## config.mk

```make
export PLATFORM = sky130hd
export DESIGN_NAME = dense_to_relative_offset_csr
export DESIGN_NICKNAME = d
export VERILOG_FILES = /design/src/rtl/core/dtroc_pkg.sv /design/src/rtl/core/dtroc_ctrl.sv /design/src/rtl/core/dtroc_dp.sv /design/src/rtl/core/dense_to_relative_offset_csr.sv
export VERILOG_INCLUDE_DIRS = /design/src /design/src/rtl/core
export SDC_FILE = /design/constraint.sdc
export NUM_CORES = 1
export LEC_CHECK = 0
export ABC_AREA = 1
export BUFFER_PORTS_ARGS = -buffer_cell sky130_fd_sc_hd__buf_2
export CAP_MARGIN = 20
export CORE_MARGIN = 8
export CORE_UTILIZATION = 31
export DETAILED_ROUTE_END_ITERATION = 10
export GPL_TIMING_DRIVEN = 1
export PLACE_DENSITY = 0.52
export REMOVE_ABC_BUFFERS = 1
export SLEW_MARGIN = 0
export SYNTH_ARGS = -nofsm -noshare
export SYNTH_HDL_FRONTEND = slang
export SYNTH_HIERARCHICAL = 1
export SYNTH_SLANG_ARGS = --single-unit
export TNS_END_PERCENT = 5
```

## constraint.sdc

```tcl
create_clock -name aclk -period 3.73 [get_ports aclk]
set_clock_uncertainty 0.1 [all_clocks]
set_input_delay 0.1865 -clock aclk [delete_from_list [all_inputs] [get_ports aclk]]
set_output_delay 0.1865 -clock aclk [all_outputs]
set_load 0.02 [all_outputs]
```

## src/rtl/core/assert_macros.svh

```systemverilog
// Assertion macros for the encoder controller.
// Include by bare file name; no other dependencies.
`ifndef ASSERT_MACROS_SVH
`define ASSERT_MACROS_SVH

// Clocked assertion with a caller-supplied message, disabled while in reset.
`define DTROC_ASSERT_MSG(label, clk, rstn, prop, msg) \
    label: assert property (@(posedge clk) disable iff (!(rstn)) (prop)) \
        else $error(msg);

// Clocked assertion with a generic message.
`define DTROC_ASSERT(label, clk, rstn, prop) \
    `DTROC_ASSERT_MSG(label, clk, rstn, prop, "encoder assertion failed")

`endif

```

## src/rtl/core/dtroc_pkg.sv

```systemverilog
// Package for the dense-to-relative-offset CSR encoder: sizes, constants,
// and the command and status structs between controller and datapath.
// No dependencies.
`default_nettype none

package dtroc_pkg;

    // Sizing of the matrix and the entry counter.
    localparam int MAX_COLS   = 1024;
    localparam int COUNT_BITS = 24;
    localparam int PAD_SPAN   = 16;

    // Field widths of the two channels.
    localparam int VALUE_BITS = 32;
    localparam int OFS_BITS   = $clog2(PAD_SPAN);
    localparam int IDX_WIDTH  = 24;

    // Width of the pending zero run and of the padding entry counter.
    localparam int RUN_BITS = $clog2(MAX_COLS);
    localparam int PAD_BITS = RUN_BITS - OFS_BITS + 1;
    localparam logic [RUN_BITS-1:0] RUN_MAX = RUN_BITS'(MAX_COLS - 1);
    localparam logic [OFS_BITS-1:0] PAD_OFFSET = OFS_BITS'(PAD_SPAN - 1);

    // Commands from the controller to the datapath.
    typedef struct packed {
        logic accept;
        logic load_pad;
        logic load_final;
    } dtroc_cmd_t;

    // Status from the datapath to the controller.
    typedef struct packed {
        logic in_zero;
        logic in_row_last;
        logic in_has_pads;
        logic pad_last;
    } dtroc_status_t;

endpackage

`default_nettype wire

```

## src/rtl/core/dtroc_ctrl.sv

```systemverilog
// Controller of the encoder: sequences acceptance, padding beats and the
// final beat of each item, and owns the result valid flag. Uses dtroc_pkg.
`default_nettype none
`include "assert_macros.svh"

module dtroc_ctrl (
    input  wire logic                    aclk,
    input  wire logic                    aresetn,
    input  wire logic                    s_valid,
    output logic                         s_ready,
    output logic                         m_valid,
    input  wire logic                    m_ready,
    input  wire dtroc_pkg::dtroc_status_t st,
    output dtroc_pkg::dtroc_cmd_t         cmd
);
    import dtroc_pkg::*;

    localparam logic [1:0] ST_IDLE  = 2'd0;
    localparam logic [1:0] ST_PAD   = 2'd1;
    localparam logic [1:0] ST_FINAL = 2'd2;

    logic [1:0] state_reg, state_next;
    logic       m_valid_reg, m_valid_next;
    logic       out_free;

    // The output register can take a new beat when empty or being drained.
    assign out_free = !m_valid_reg || m_ready;
    assign s_ready  = (state_reg == ST_IDLE);
    assign m_valid  = m_valid_reg;

    // Next state and datapath commands.
    always_comb begin
        state_next     = state_reg;
        cmd.accept     = 1'b0;
        cmd.load_pad   = 1'b0;
        cmd.load_final = 1'b0;
        case (state_reg)
            ST_IDLE: begin
                if (s_valid) begin
                    cmd.accept = 1'b1;
                    if (!st.in_zero) begin
                        state_next = st.in_has_pads ? ST_PAD : ST_FINAL;
                    end else if (st.in_row_last) begin
                        state_next = ST_FINAL;
                    end
                end
            end
            ST_PAD: begin
                if (out_free) begin
                    cmd.load_pad = 1'b1;
                    if (st.pad_last) begin
                        state_next = ST_FINAL;
                    end
                end
            end
            ST_FINAL: begin
                if (out_free) begin
                    cmd.load_final = 1'b1;
                    state_next     = ST_IDLE;
                end
            end
            default: begin
                state_next = ST_IDLE;
            end
        endcase
    end

    // Result valid: set on a load, cleared when the beat is taken.
    always_comb begin
        if (cmd.load_pad || cmd.load_final) begin
            m_valid_next = 1'b1;
        end else if (m_ready) begin
            m_valid_next = 1'b0;
        end else begin
            m_valid_next = m_valid_reg;
        end
    end

    always_ff @(posedge aclk) begin
        if (!aresetn) begin
            state_reg   <= ST_IDLE;
            m_valid_reg <= 1'b0;
        end else begin
            state_reg   <= state_next;
            m_valid_reg <= m_valid_next;
        end
    end

    // A held result beat is never overwritten.
    `DTROC_ASSERT(a_no_overwrite, aclk, aresetn, (m_valid_reg && !m_ready) |-> !(cmd.load_pad || cmd.load_final))
    // The final beat of an item returns the controller to idle.
    `DTROC_ASSERT(a_final_to_idle, aclk, aresetn, cmd.load_final |=> (state_reg == ST_IDLE))
    // A nonzero element always leaves beats to send.
    `DTROC_ASSERT(a_nonzero_busy, aclk, aresetn, (cmd.accept && !st.in_zero) |=> (state_reg != ST_IDLE))
    // The last padding beat is followed by the entry itself.
    `DTROC_ASSERT(a_pad_then_final, aclk, aresetn, (cmd.load_pad && st.pad_last) |=> (state_reg == ST_FINAL))

endmodule

`default_nettype wire

```

## src/rtl/core/dtroc_dp.sv

```systemverilog
// Datapath of the encoder: zero run and entry count state, the held input
// element, the padding counter and the result register. Uses dtroc_pkg.
`default_nettype none

module dtroc_dp (
    input  wire logic                                  aclk,
    input  wire logic                                  aresetn,
    input  wire dtroc_pkg::dtroc_cmd_t                 cmd,
    output dtroc_pkg::dtroc_status_t                   st,
    input  wire logic [dtroc_pkg::VALUE_BITS-1:0]      s_value_bits,
    input  wire logic                                  s_row_last,
    input  wire logic                                  s_matrix_first,
    output logic                                       m_entry_valid,
    output logic [dtroc_pkg::VALUE_BITS-1:0]           m_entry_value,
    output logic [dtroc_pkg::OFS_BITS-1:0]             m_zero_offset,
    output logic                                       m_row_end,
    output logic [dtroc_pkg::IDX_WIDTH-1:0]            m_row_end_index,
    output logic                                       m_last
);
    import dtroc_pkg::*;

    // State carried between items.
    logic [RUN_BITS-1:0]   zero_run_reg, zero_run_next;
    logic [COUNT_BITS-1:0] count_reg, count_next;

    // Held element and padding counter.
    logic [VALUE_BITS-1:0] held_value_reg, held_value_next;
    logic                  held_row_last_reg, held_row_last_next;
    logic                  held_zero_reg, held_zero_next;
    logic [OFS_BITS-1:0]   held_offset_reg, held_offset_next;
    logic [PAD_BITS-1:0]   pad_left_reg, pad_left_next;

    // Result register.
    logic                  out_valid_reg, out_valid_next;
    logic [VALUE_BITS-1:0] out_value_reg, out_value_next;
    logic [OFS_BITS-1:0]   out_offset_reg, out_offset_next;
    logic                  out_row_end_reg, out_row_end_next;
    logic [IDX_WIDTH-1:0]  out_index_reg, out_index_next;
    logic                  out_last_reg, out_last_next;

    logic                  in_zero;
    logic [RUN_BITS-1:0]   run_eff;
    logic [RUN_BITS-1:0]   run_inc;
    logic [PAD_BITS-1:0]   pads_in;
    logic [COUNT_BITS-1:0] count_inc;

    // Input classification; a new matrix starts from an empty run.
    assign in_zero   = (s_value_bits[VALUE_BITS-2:0] == '0);
    assign run_eff   = s_matrix_first ? '0 : zero_run_reg;
    assign run_inc   = (run_eff < RUN_MAX) ? (run_eff + 1'b1) : run_eff;
    assign pads_in   = PAD_BITS'(run_eff >> OFS_BITS);
    assign count_inc = count_reg + 1'b1;

    assign st.in_zero     = in_zero;
    assign st.in_row_last = s_row_last;
    assign st.in_has_pads = (pads_in != '0);
    assign st.pad_last    = (pad_left_reg == PAD_BITS'(1));

    // Run, count and held element updates.
    always_comb begin
        zero_run_next      = zero_run_reg;
        count_next         = count_reg;
        held_value_next    = held_value_reg;
        held_row_last_next = held_row_last_reg;
        held_zero_next     = held_zero_reg;
        held_offset_next   = held_offset_reg;
        pad_left_next      = pad_left_reg;
        if (cmd.accept) begin
            held_value_next    = s_value_bits;
            held_row_last_next = s_row_last;
            held_zero_next     = in_zero;
            held_offset_next   = run_eff[OFS_BITS-1:0];
            pad_left_next      = pads_in;
            if (s_matrix_first) begin
                count_next = '0;
            end
            if (in_zero && !s_row_last) begin
                zero_run_next = run_inc;
            end else begin
                zero_run_next = '0;
            end
        end else if (cmd.load_pad) begin
            count_next    = count_inc;
            pad_left_next = pad_left_reg - 1'b1;
        end else if (cmd.load_final && !held_zero_reg) begin
            count_next = count_inc;
        end
    end

    // Result beat contents.
    always_comb begin
        out_valid_next   = out_valid_reg;
        out_value_next   = out_value_reg;
        out_offset_next  = out_offset_reg;
        out_row_end_next = out_row_end_reg;
        out_index_next   = out_index_reg;
        out_last_next    = out_last_reg;
        if (cmd.load_pad) begin
            out_valid_next   = 1'b1;
            out_value_next   = '0;
            out_offset_next  = PAD_OFFSET;
            out_row_end_next = 1'b0;
            out_index_next   = '0;
            out_last_next    = 1'b0;
        end else if (cmd.load_final) begin
            out_valid_next   = !held_zero_reg;
            out_value_next   = held_zero_reg ? '0 : held_value_reg;
            out_offset_next  = held_zero_reg ? '0 : held_offset_reg;
            out_row_end_next = held_row_last_reg;
            out_last_next    = 1'b1;
            if (!held_row_last_reg) begin
                out_index_next = '0;
            end else if (held_zero_reg) begin
                out_index_next = IDX_WIDTH'(count_reg);
            end else begin
                out_index_next = IDX_WIDTH'(count_inc);
            end
        end
    end

    always_ff @(posedge aclk) begin
        if (!aresetn) begin
            zero_run_reg <= '0;
            count_reg    <= '0;
        end else begin
            zero_run_reg <= zero_run_next;
            count_reg    <= count_next;
        end
    end

    // Payload registers carry no reset.
    always_ff @(posedge aclk) begin
        held_value_reg    <= held_value_next;
        held_row_last_reg <= held_row_last_next;
        held_zero_reg     <= held_zero_next;
        held_offset_reg   <= held_offset_next;
        pad_left_reg      <= pad_left_next;
        out_valid_reg     <= out_valid_next;
        out_value_reg     <= out_value_next;
        out_offset_reg    <= out_offset_next;
        out_row_end_reg   <= out_row_end_next;
        out_index_reg     <= out_index_next;
        out_last_reg      <= out_last_next;
    end

    assign m_entry_valid   = out_valid_reg;
    assign m_entry_value   = out_value_reg;
    assign m_zero_offset   = out_offset_reg;
    assign m_row_end       = out_row_end_reg;
    assign m_row_end_index = out_index_reg;
    assign m_last          = out_last_reg;

endmodule

`default_nettype wire

```

## src/rtl/core/dense_to_relative_offset_csr.sv

```systemverilog
// Top level of the dense-to-relative-offset CSR encoder.
// Joins dtroc_ctrl and dtroc_dp; uses dtroc_pkg.
//
// Channel   Direction  Handshake          Beat
// s_        in         s_valid/s_ready    one dense element with row and matrix flags
// m_        out        m_valid/m_ready    one entry, padding entry or row-end marker
//
// A zero element that does not end its row makes no beat; a zero that ends it makes a
// row-end marker. A nonzero element makes P padding beats, P = (zeros before it) / 16,
// at most 63, then its entry; one beat per cycle goes out while the output is free.
// Reset clears the zero run, the entry count and the output valid; no clearing pass.
// While m_ready is low the output beat holds; the next element is still taken,
// but any beat it makes waits, and so does every element after it.
`default_nettype none

module dense_to_relative_offset_csr (
    input  wire logic                             aclk,
    input  wire logic                             aresetn,
    input  wire logic                             s_valid,
    output logic                                  s_ready,
    input  wire logic [dtroc_pkg::VALUE_BITS-1:0] s_value_bits,
    input  wire logic                             s_row_last,
    input  wire logic                             s_matrix_first,
    output logic                                  m_valid,
    input  wire logic                             m_ready,
    output logic                                  m_entry_valid,
    output logic [dtroc_pkg::VALUE_BITS-1:0]      m_entry_value,
    output logic [dtroc_pkg::OFS_BITS-1:0]        m_zero_offset,
    output logic                                  m_row_end,
    output logic [dtroc_pkg::IDX_WIDTH-1:0]       m_row_end_index,
    output logic                                  m_last
);
    import dtroc_pkg::*;

    dtroc_cmd_t    cmd;
    dtroc_status_t st;

    // Sequencing of beats.
    dtroc_ctrl u_ctrl (
        .aclk    (aclk),
        .aresetn (aresetn),
        .s_valid (s_valid),
        .s_ready (s_ready),
        .m_valid (m_valid),
        .m_ready (m_ready),
        .st      (st),
        .cmd     (cmd)
    );

    // State, held element and result register.
    dtroc_dp u_dp (
        .aclk            (aclk),
        .aresetn         (aresetn),
        .cmd             (cmd),
        .st              (st),
        .s_value_bits    (s_value_bits),
        .s_row_last      (s_row_last),
        .s_matrix_first  (s_matrix_first),
        .m_entry_valid   (m_entry_valid),
        .m_entry_value   (m_entry_value),
        .m_zero_offset   (m_zero_offset),
        .m_row_end       (m_row_end),
        .m_row_end_index (m_row_end_index),
        .m_last          (m_last)
    );

endmodule

`default_nettype wire

```

Word level (Yosys, flattened, before mapping):

Cells that the tools add are included.

* register bits after elaboration: 145
* input bits: 38
* output and inout bits: 65
* logic and storage cells: 72

* $add $sub $neg: 3
* magnitude comparators: 1
* equality and inequality tests: 9
* muxes and demuxes: 28
* reductions and logical operators: 15

Operators by type and width (count)
* $mux W24: 6
* $mux W32: 1
* $logic_not A31 Y1: 1
* $mux W10: 3
* $add A24 B1 Y24 const B: 1
* $mux W2: 7
* $mux W6: 2
* $add A10 B1 Y10 const B: 1
* $lt A10 B10 Y1 const B: 1
* $eq A7 B1 Y1 const B: 1
* $mux W1: 7
* $reduce_bool A7 Y1: 1
* $sub A7 B1 Y7 const B: 1
* $ne A2 B2 Y1 const B: 3
* $pmux W2 S3: 1
* $reduce_and A5 Y1: 1
* $mux W4: 1
* $ne A2 B1 Y1 const B: 2
* $reduce_bool A2 Y1: 2
* $logic_not A1 Y1: 3
* $ne A3 B3 Y1 const B: 1
* $reduce_bool A3 Y1: 1
* $eq A2 B1 Y1 const B: 1
* $eq A2 B2 Y1 const B: 1
* other kinds (4): 6

Longest topological paths before layout:

Gate-level depths: netlist (run 1).

* word-level depth: 8
* mapped depth: 13
* gate-level depth less buffers: 13

Modules after synthesis:

The synthesis (run 1) kept the hierarchy.

By module, submodules not included
* dtroc_dp: instances 1, cells an instance 812, area each 6454.9 sq um, sequential area each 3283.1 sq um
* dtroc_ctrl: instances 1, cells an instance 39, area each 216.5 sq um, sequential area each 60.1 sq um

Worst setup path before layout (run 1):

No wires, ideal clock.

* kind: reg2reg
* start point: register u_ctrl.state_reg[0]
* end point: register u_dp.pad_left_reg[2], data pin
* setup time: 0.268 ns
* arrival: 3.382 ns
* required time: 3.362 ns
* slack: -0.020 ns
* stages on the path, launching flop included: 9
* clock period less this slack: 3.750 ns
* cell sequence: dfxtp_1 -> nor2_2 -> inv_2 -> nor2_1 -> inv_1 -> buf_2 -> clkbuf_1 -> o21ai_0 -> o21ai_0

RTL lines
* start, declared: line dtroc_ctrl.sv:22 `logic [1:0] state_reg, state_next;`
* start signal, assigned: line dtroc_ctrl.sv:84 `state_reg <= state_next;`
* end signal, assigned: line dtroc_dp.sv:137 `pad_left_reg <= pad_left_next;`
* end, declared: line dtroc_dp.sv:31 `logic [PAD_BITS-1:0] pad_left_reg, pad_left_next;`

==> key figures, run 1 <==
Run status
  – Outcome: complete, no violations

Logic synthesis
  – Top cells by count, synth: nand2_1, a21oi_1, dfxtp_1
  – EDFF count, synth: 44
  – Mean area per synthesized cell: 7.839 sq um
  – Register area share after synthesis: 50.11%
  – Post-synth cell types: 40
  – Synth top area cells: dfxtp_1, edfxtp_1, nand2_1
  – Cell taking the most area after synthesis: dfxtp_1
  – Yosys top cell area share: 30.31%
  – Mapped cell area: 6671 sq um
  – Register bit total from synthesis: 145
  – Most frequent cell after synthesis: nand2_1
  – Synthesized instance count: 851
  – Synthesis Warnings: 6
  – Async SR Flop Fraction: 0%
  – Primary FF master, synth: dfxtp_1

Routing
  – DR pass1 iterations: 5
  – Drt total wl: 18.01 mm
  – DRC Markers: 0
  – DRT antenna net count: 0
  – Vias: approximately 5700
  – Average vias per placed instance: 4.543
  – Iter 0 DRT Violations: 319
  – Wire per inst: 14.25 um

Timing
  – Final Hold Fails: 0
  – Final min period: 2.370 ns
  – Max frequency: 421.9 MHz
  – Final-report setup violation count: 0
  – Slew headroom: ~37%
  – RSZ-0062 raised after global routing: false
  – Pins Over Slew Limit: 0
  – Period utilization: between 60% and 70%
  – Worst-Margin Slew: 0.9470 ns

Global routing
  – Vias in the first global route: 5636
  – Initial antenna violation count: 0
  – First-pass GRT wire length: 29.31 mm
  – Pin count of the biggest net entering global routing: 65
  – Total global routing overflow: 0
  – GRT Total Usage: 13.78%

Floorplan
  – # rows: 53
  – Die area: 26470 sq um
  – DIE WIDTH: 162.7 um
  – Die Y: about 160 um
  – Initial Utilization: 31.64%
  – Core area: 21090 sq um
  – # IOs: 103

Power and ir drop
  – Clock network power share: 38.2%
  – Internal power: 3108 uW
  – Tot Pwr: 4421 uW
  – Switch share: ~30%
  – P_sw: 1313 uW
  – Reg power frac: 43.7%
  – Pwr Density: ~530 nW/um^2
  – Leakage: 0.003428 uW
  – Peak VDD IR: between 0.3 and 0.4 mV
  – Comb power frac: approximately 18%

Setup path
  – Startpoint Class: flip-flop
  – Crit Path Max Fanout: 20
  – Worst Path Required: 3.96 ns
  – Setup crit end kind: flip-flop
  – Crit Path Category: reg -> reg
  – Worst EP arrival: 2.60 ns

Cells and area
  – Area Growth Syn to Fin: 25.17%
  – Inserted Diodes: 0
  – Layout cells sized above 1: 19.31%
  – Nets@finish: 1019
  – FILL cells: 2189
  – Design Area, Final: 8351 sq um

CTS
  – Clk slew on worst S/H paths: 0.06 ns
  – Inserted Clock Buffers: 17
  – Clock Latency Late Sink: approximately 0.42 ns
  – Post-CTS Resized: 0
  – Root Buffer: clkbuf_16
  – Hold buffer count at CTS: 34
  – H-Tree Depth: 4
  – Setup bufs post-CTS: 0
  – Sink Count: approximately 150
  – CTS tree: built
  – CTS Buffer Depth: 2

Hold path
  – Worst Hold Class: in -> reg

Placement
  – Area of placed instances: roughly 7400 sq um
  – IO Port Bufs: 102
  – Placer Congestion: ~0.83
  – Dpl hpwl: 12.42 mm

Job
  – Max-capacitance violation count: 0
-- area by class of cell --
cell class | instances | area [sq um] | share of cell area [%]
clock buffers | 17 | 425.4 | 5.094
clock inverters | 14 | 157.7 | 1.888
multi-input cells | 594 | 2888 | 34.58
inverters | 75 | 281.5 | 3.371
flip-flops and latches | 145 | 3343 | 40.04
repair buffers | 144 | 910.9 | 10.91
well taps | 275 | 344.1 | 4.120
-- worst max-delay path: stages, from the launching register on --
cell     delay [ns]
dfxtp_1        0.40
nand2_1        0.11
nor2_1         0.24
inv_2          0.07
nor2_2         0.39
o21ai_4        0.12
inv_1          0.54
nand3_1        0.16
a21oi_1        0.14
-- stage by stage --
stage | setup WS (ns) | utilization (%) | instances | hold WS [ns] | TNS, ns
final | 1.360 | 39.60 | 1264 | 0.06684 | 0
after global routing | 1.049 | 39.60 | 1264 | 0.08550 | 0
after floorplan | -0.3977 | - | 814 | 0.1854 | -12.19
after global placement | 1.406 | 35.22 | 1199 | 0.2669 | 0
after detailed placement | 1.327 | 35.22 | 1199 | 0.2705 | 0
after CTS | 1.295 | 39.60 | 1264 | 0.05742 | 0
-- placed cells by master (no fill, tap or decap), types with 2 or more instances in the layout --
cell type	count
nand2_1	262
a21oi_1	109
buf_2	102
dfxtp_1	101
nor2_1	76
inv_1	63
edfxtp_1	44
dlygate4sd3_1	34
nand3_1	33
o21ai_0	22
clkbuf_16	17
o21ai_1	11
xor2_1	10
inv_2	9
nor2_4	9
nand2_2	8
nand4_1	8
buf_4	8
nor2_2	7
clkinv_4	4
a221o_1	4
nand2_4	4
ha_1	4
inv_6	3
nor2_8	3
clkinv_1	3
a21oi_2	3
or2_0	3
bufinv_16	2
clkinv_2	2
clkinvlp_4	2
nor3_1	2
nand3_2	2
nand3_4	2
o211ai_1	2
o21ai_4	2
-- logic make-up (layout without fill, tap and decap cells) --
kind of cell,count (synthesis),in the layout,synth area share [%]
compound gates,158,158,12.90
xor+xnor,11,11,1.444
fa+ha+maj,4,4,0.7502
buf+inv,112,250,6.827
flops,145,145,50.11
simple gates,421,421,27.96
-- worst paths after layout --
kind | from | end | slack [ns] | depth (start not counted)
max reg2reg | u_ctrl/state_reg[1] | u_dp/count_reg[20] | 1.36 | 8
min reg2reg | u_dp/m_row_end_index[13] | u_dp/m_row_end_index[13] | 0.36 | 2
min | s_valid | u_ctrl/state_reg[1] | 0.07 | 5
max | u_ctrl/state_reg[1] | u_dp/count_reg[20] | 1.36 | 8
-- metal layers --
layer	vias up	global-route usage (%)	routed length, um
met5	-	0	0
met4	0	5.338	224
met3	19	2.983	639
met2	81	23.20	8931
met1	2632	16.89	8213
li1	3010	-	-
-- power groups by stage --
stage / Clock, uW / Combinational (uW) / Sequential [uW]
final: 1690 / 799 / 1930
after global routing: 1820 / 877 / 1960
after CTS: 1750 / 819 / 1930
after detailed placement: 0 / 788 / 1970
after global placement: 0 / 785 / 1960
after floorplan: 0 / 267 / 2170
No activity file was read; power rests on OpenSTA's default activity.
==> inputs of run 2 (changes only) <==
PLACE_DENSITY = 0.5   (was 0.52)
clock period = 2.3 ns   (was 3.73 ns; I/O delays follow)
==> run 2 against run 1 <==
Against the previous run:
- routed wire length up 1.5%
- sequential power up 63%
- flip-flop and latch count unchanged
- non-clock buffer count up 5
- critical path depth up 4
- critical path type unchanged
- critical endpoint is now u_dp/zero_run_reg[0]
- largest cell class unchanged
- highest routed layer unchanged
==> key figures, run 2 (same netlist as run 1, synthesis figures left out) <==
Setup path
  – Crit Path Category: reg -> reg
  – Worst Path Required: 2.49 ns
  – Crit Path Max Fanout: 6
  – FF-to-FF path depth: 12
  – Setup crit end kind: flip-flop
  – Startpoint Class: flip-flop
  – Worst EP arrival: 2.21 ns

Timing
  – Worst-Margin Slew: 0.7031 ns
  – Pins Over Slew Limit: 0
  – Worst Hold Slack: about 0.024 ns
  – Slew headroom: 53.12%
  – Period utilization: between 80 and 90%
  – Max frequency: 494.8 MHz
  – Final Hold Fails: 0
  – Final min period: 2.021 ns
  – Final-report setup violation count: 0
  – RSZ-0062 raised after global routing: false
  – Setup TNS: 0 ns

Cells and area
  – Layout cells sized above 1: 19.80%
  – Area Growth Syn to Fin: 25.90%
  – Commonest non-fill, non-tap cell in the layout: nand2_1
  – Nets@finish: 1024
  – Inserted Diodes: 0
  – Most frequent cells in the layout: nand2_1, a21oi_1, buf_2

CTS
  – Root Buffer: clkbuf_16
  – CTS tree: built
  – Clk slew on worst S/H paths: 0.06 ns
  – H-Tree Depth: 4
  – Inserted Clock Buffers: 17
  – Sink Count: between 100 and 150
  – Post-CTS Resized: 0
  – CTS Buffer Depth: 2
  – Clock Latency Late Sink: roughly 0.43 ns

Placement
  – Placer Congestion: about 0.82
  – Dpl hpwl: approximately 12 mm
  – IO Port Bufs: between 100 and 150

Routing
  – Iter 0 DRT Violations: 324
  – Wire per inst: 14.40 um
  – Drt total wl: around 18 mm
  – DRC Markers: 0
  – Vias: 5807
  – DRT antenna net count: 0
  – Average vias per placed instance: around 4.6
  – DR pass1 iterations: 4

Global routing
  – Initial antenna violation count: 0
  – Pin count of the biggest net entering global routing: 64
  – GRT Total Usage: 14.15%
  – Vias in the first global route: 5730
  – First-pass GRT wire length: 29.95 mm
  – Total global routing overflow: 0

Power and ir drop
  – Peak VDD IR: between 0.4 and 0.5 mV
  – Pwr Density: roughly 860 nW/um^2
  – Leakage: 0.003460 uW

Floorplan
  – DIE WIDTH: 162.7 um
  – # IOs: 103
  – Die Y: around 160 um
  – Core area: approximately 21000 sq um
  – Die area: 26470 sq um
  – Initial Utilization: 31.64%
  – # rows: 53

Run status
  – Outcome: complete, no violations

Hold path
  – Worst Hold Class: in -> reg
  – Hold Path Stages: 5

Job
  – Max-capacitance violation count: 0
[run 2: critical path, cell delays in order, from the launching register on]
cell,delay (ns)
dfxtp_1,0.36
inv_1,0.05
nor2_1,0.28
ha_1,0.26
nand2_1,0.06
inv_1,0.06
nand2_1,0.13
nor2_8,0.17
nand3_4,0.13
nor2_1,0.11
nor2_1,0.05
nand2_1,0.06
a21oi_1,0.06
[run 2: repair_timing]
item | CTS | global route
hold buffers | 34 | 0
setup buffers | 0 | 0
hold endpoints to repair | 36 | 0
[run 2: area by class of cell]
class	instances	area, sq um
Fill cell	2197	12690
Multi-Input combinational cell	594	2893
Inverter	75	281.5
Sequential cell	145	3343
Clock buffer	17	425.4
Timing Repair Buffer	149	948.4
Clock inverter	15	163.9
Tap cell	275	344.1
[run 2: where the power goes]
group	total [uW]	internal (uW)	switching, uW
clock network	2780	1550	1230
registers	3140	2980	157
logic	1310	456	849
[run 2: path summary, 6_finish.rpt]
path	from	to	slack [ns]
max reg2reg	u_dp/zero_run_reg[0]	u_dp/zero_run_reg[0]	0.28
min reg2reg	u_dp/m_row_end	u_dp/m_row_end	0.36
min	s_valid	u_ctrl/state_reg[0]	0.02
max	u_dp/zero_run_reg[0]	u_dp/zero_run_reg[0]	0.28
[run 2: metrics by stage]
stage | area, sq um | std cells | util, % | worst slack, ns | total power [uW]
floorplan | 6497 | 814 | - | -1.828 | 3945
CTS | 8399 | 1270 | 39.83 | 0.2974 | 7332
finish | 8399 | 1270 | 39.83 | 0.2791 | 7219
detailed placement | 7470 | 1204 | 35.42 | 0.2835 | 4481
global route | 8399 | 1270 | 39.83 | 0.1115 | 7592
global placement | 7470 | 1204 | 35.42 | 0.2708 | 4471
[run 2: layer usage]
layer  vias up  track usage [%]  share of wire, %
met5         -                0                 0
met4         0            6.047               2.3
met3        30            3.741               4.1
met2        87            23.71                49
met1      2667            16.83                45
li1       3023                -                 -
==> inputs of run 3 (changes only) <==
clock period = 1.9 ns   (was 2.3 ns; I/O delays follow)
==> run 3 against run 2 <==
Against the previous run:
- critical path type is now in -> reg
- final area up 2.9%
- critical endpoint unchanged
- register-to-register slack worse by 0.15 ns
- sequential share of layout area down 1.1 points
- flip-flop and latch count unchanged
==> key figures, run 3 (same netlist as run 1, synthesis figures left out) <==
Placement
  – Placer Congestion: between 0.8 and 0.9
  – Cells after DPL: 1221
  – Dpl hpwl: between 10 and 15 mm
  – IO Port Bufs: 102
  – Worst slack, placed: -0.01511 ns
  – Area of placed instances: 7622 sq um

Global routing
  – Initial antenna violation count: 1
  – Pin count of the biggest net entering global routing: 64
  – Vias in the first global route: between 5000 and 6000
  – GRT Total Usage: 14.38%
  – Total global routing overflow: 0
  – First-pass GRT wire length: 30.37 mm

Setup path
  – Crit Path Category: in -> reg
  – Worst EP arrival: between 1.5 and 2 ns
  – Worst setup path startpoint: s_matrix_first
  – Startpoint Class: input pin
  – Worst r2r src: u_dp/zero_run_reg[0]
  – Worst Path Required: 2.09 ns
  – Setup crit end kind: flip-flop
  – Crit Path Max Fanout: 6

Routing
  – Wire per inst: 14.79 um
  – DR pass1 iterations: 4
  – DRC Markers: 0
  – Iter 0 DRT Violations: 318
  – DRT antenna net count: 0
  – Vias: 5869
  – Average vias per placed instance: between 4 and 5
  – Drt total wl: 19.14 mm

Timing
  – Final-report setup violation count: 0
  – Period utilization: 94.78%
  – RSZ-0062 raised after global routing: true
  – Max frequency: 555.3 MHz
  – Final min period: roughly 1.8 ns
  – Pins Over Slew Limit: 0
  – Final Hold Fails: 0
  – Worst-Margin Slew: between 0.4 and 0.5 ns
  – Slew headroom: 69.27%
  – Setup WS post-layout: 0.09925 ns

Job
  – Max-capacitance violation count: 0

Power and ir drop
  – Comb power frac: around a fifth
  – Tot Pwr: 8689 uW
  – Leakage: 0.003557 uW
  – Internal power: a little over 6000 uW
  – Reg power frac: 43.7%
  – Clock network power share: a little under two fifths
  – Peak VDD IR: ~0.7 mV
  – Pwr Density: 1005 nW/um^2
  – P_sw: 2599 uW
  – Switch share: 29.91%

Floorplan
  – Die area: 26470 sq um
  – Core area: 21090 sq um
  – Initial Utilization: 31.64%
  – DIE WIDTH: between 150 and 200 um
  – # rows: 53
  – # IOs: 103
  – Die Y: around 160 um

Cells and area
  – Footprint of the multi-input gates: 2933 sq um
  – Most frequent cells in the layout: nand2_1, a21oi_1, buf_2
  – Commonest non-fill, non-tap cell in the layout: nand2_1
  – Area Growth Syn to Fin: 29.59%
  – Design Area, Final: slightly below 9000 sq um
  – Post-Layout Cell Count: 1294
  – Seq. cell area: about 3300 sq um
  – Layout cells sized above 1: around 22%
  – FILL cells: 2201
  – Nets@finish: approximately 1000

Hold path
  – Hold Crit Start: m_ready
  – Worst Hold Class: in -> reg

CTS
  – Sink Count: 145
  – CTS Buffer Depth: 2
  – Inserted Clock Buffers: 17
  – CTS tree: built
  – Clk slew on worst S/H paths: 0.06 ns
  – Root Buffer: clkbuf_16
  – Clock Latency Late Sink: around 0.42 ns
  – H-Tree Depth: 4

Run status
  – Outcome: complete, no violations
[run 3: metrics by stage]
stage	hold WS [ns]	util, %	TNS, ns
after global routing	0.06117	41.00	-0.1640
after floorplan	0.09387	-	-211.25
after detailed placement	0.1854	36.15	-0.01511
after CTS	0.01692	40.55	0
after global placement	0.1905	36.15	0
final	0.03700	41.00	0
[run 3: final timing paths]
check / to / slack, ns / cells past startpoint
max: u_dp/zero_run_reg[0] / 0.1 / 13
min: u_ctrl/state_reg[0] / 0.04 / 6
max reg2reg: u_dp/zero_run_reg[0] / 0.13 / 12
min reg2reg: u_dp/m_row_end_index[14] / 0.36 / 2
[run 3: layout make-up]
class,instances,share of cell area (%)
Sequential cell,145,38.70
Clock inverter,11,1.245
Tap cell,275,3.980
Timing Repair Buffer,171,13.55
Multi-Input combinational cell,595,33.92
Inverter,75,3.256
Antenna cell,1,0.02894
Clock buffer,21,5.326
[run 3: routing by layer]
layer	vias up	wire length [um]	global-route usage, %
li1	3068	-	-
met1	2679	8638	17.55
met2	101	9417	24.42
met3	21	743	3.337
met4	0	345	4.921
met5	-	0	0
[run 3: power groups by stage]
stage / clock network [uW] / logic [uW] / registers [uW]
global route: 3430 / 1830 / 3850
detailed placement: 0 / 1600 / 3860
global placement: 0 / 1590 / 3850
CTS: 3310 / 1660 / 3800
finish: 3220 / 1670 / 3800
floorplan: 0 / 525 / 4250
[run 3: critical path, cell delays in order]
cell and delay [ns]:
dlygate4sd3_1 0.53, buf_2 0.19, nor2_2 0.15, ha_2 0.21, nand2_1 0.05, inv_1 0.08
nand2_2 0.11, nor2_8 0.18, nand3_4 0.12, nor2_1 0.11, nor2_1 0.05, nand2_1 0.05
a21oi_1 0.06
[run 3: timing repair]
item,CTS,global route
endpoints found under the setup margin,2,74
hold buffers,36,0
cloned,0,1
endpoints found under the hold margin,37,0
pin swaps,2,3
buffers inserted,0,3
gates resized for setup,2,14
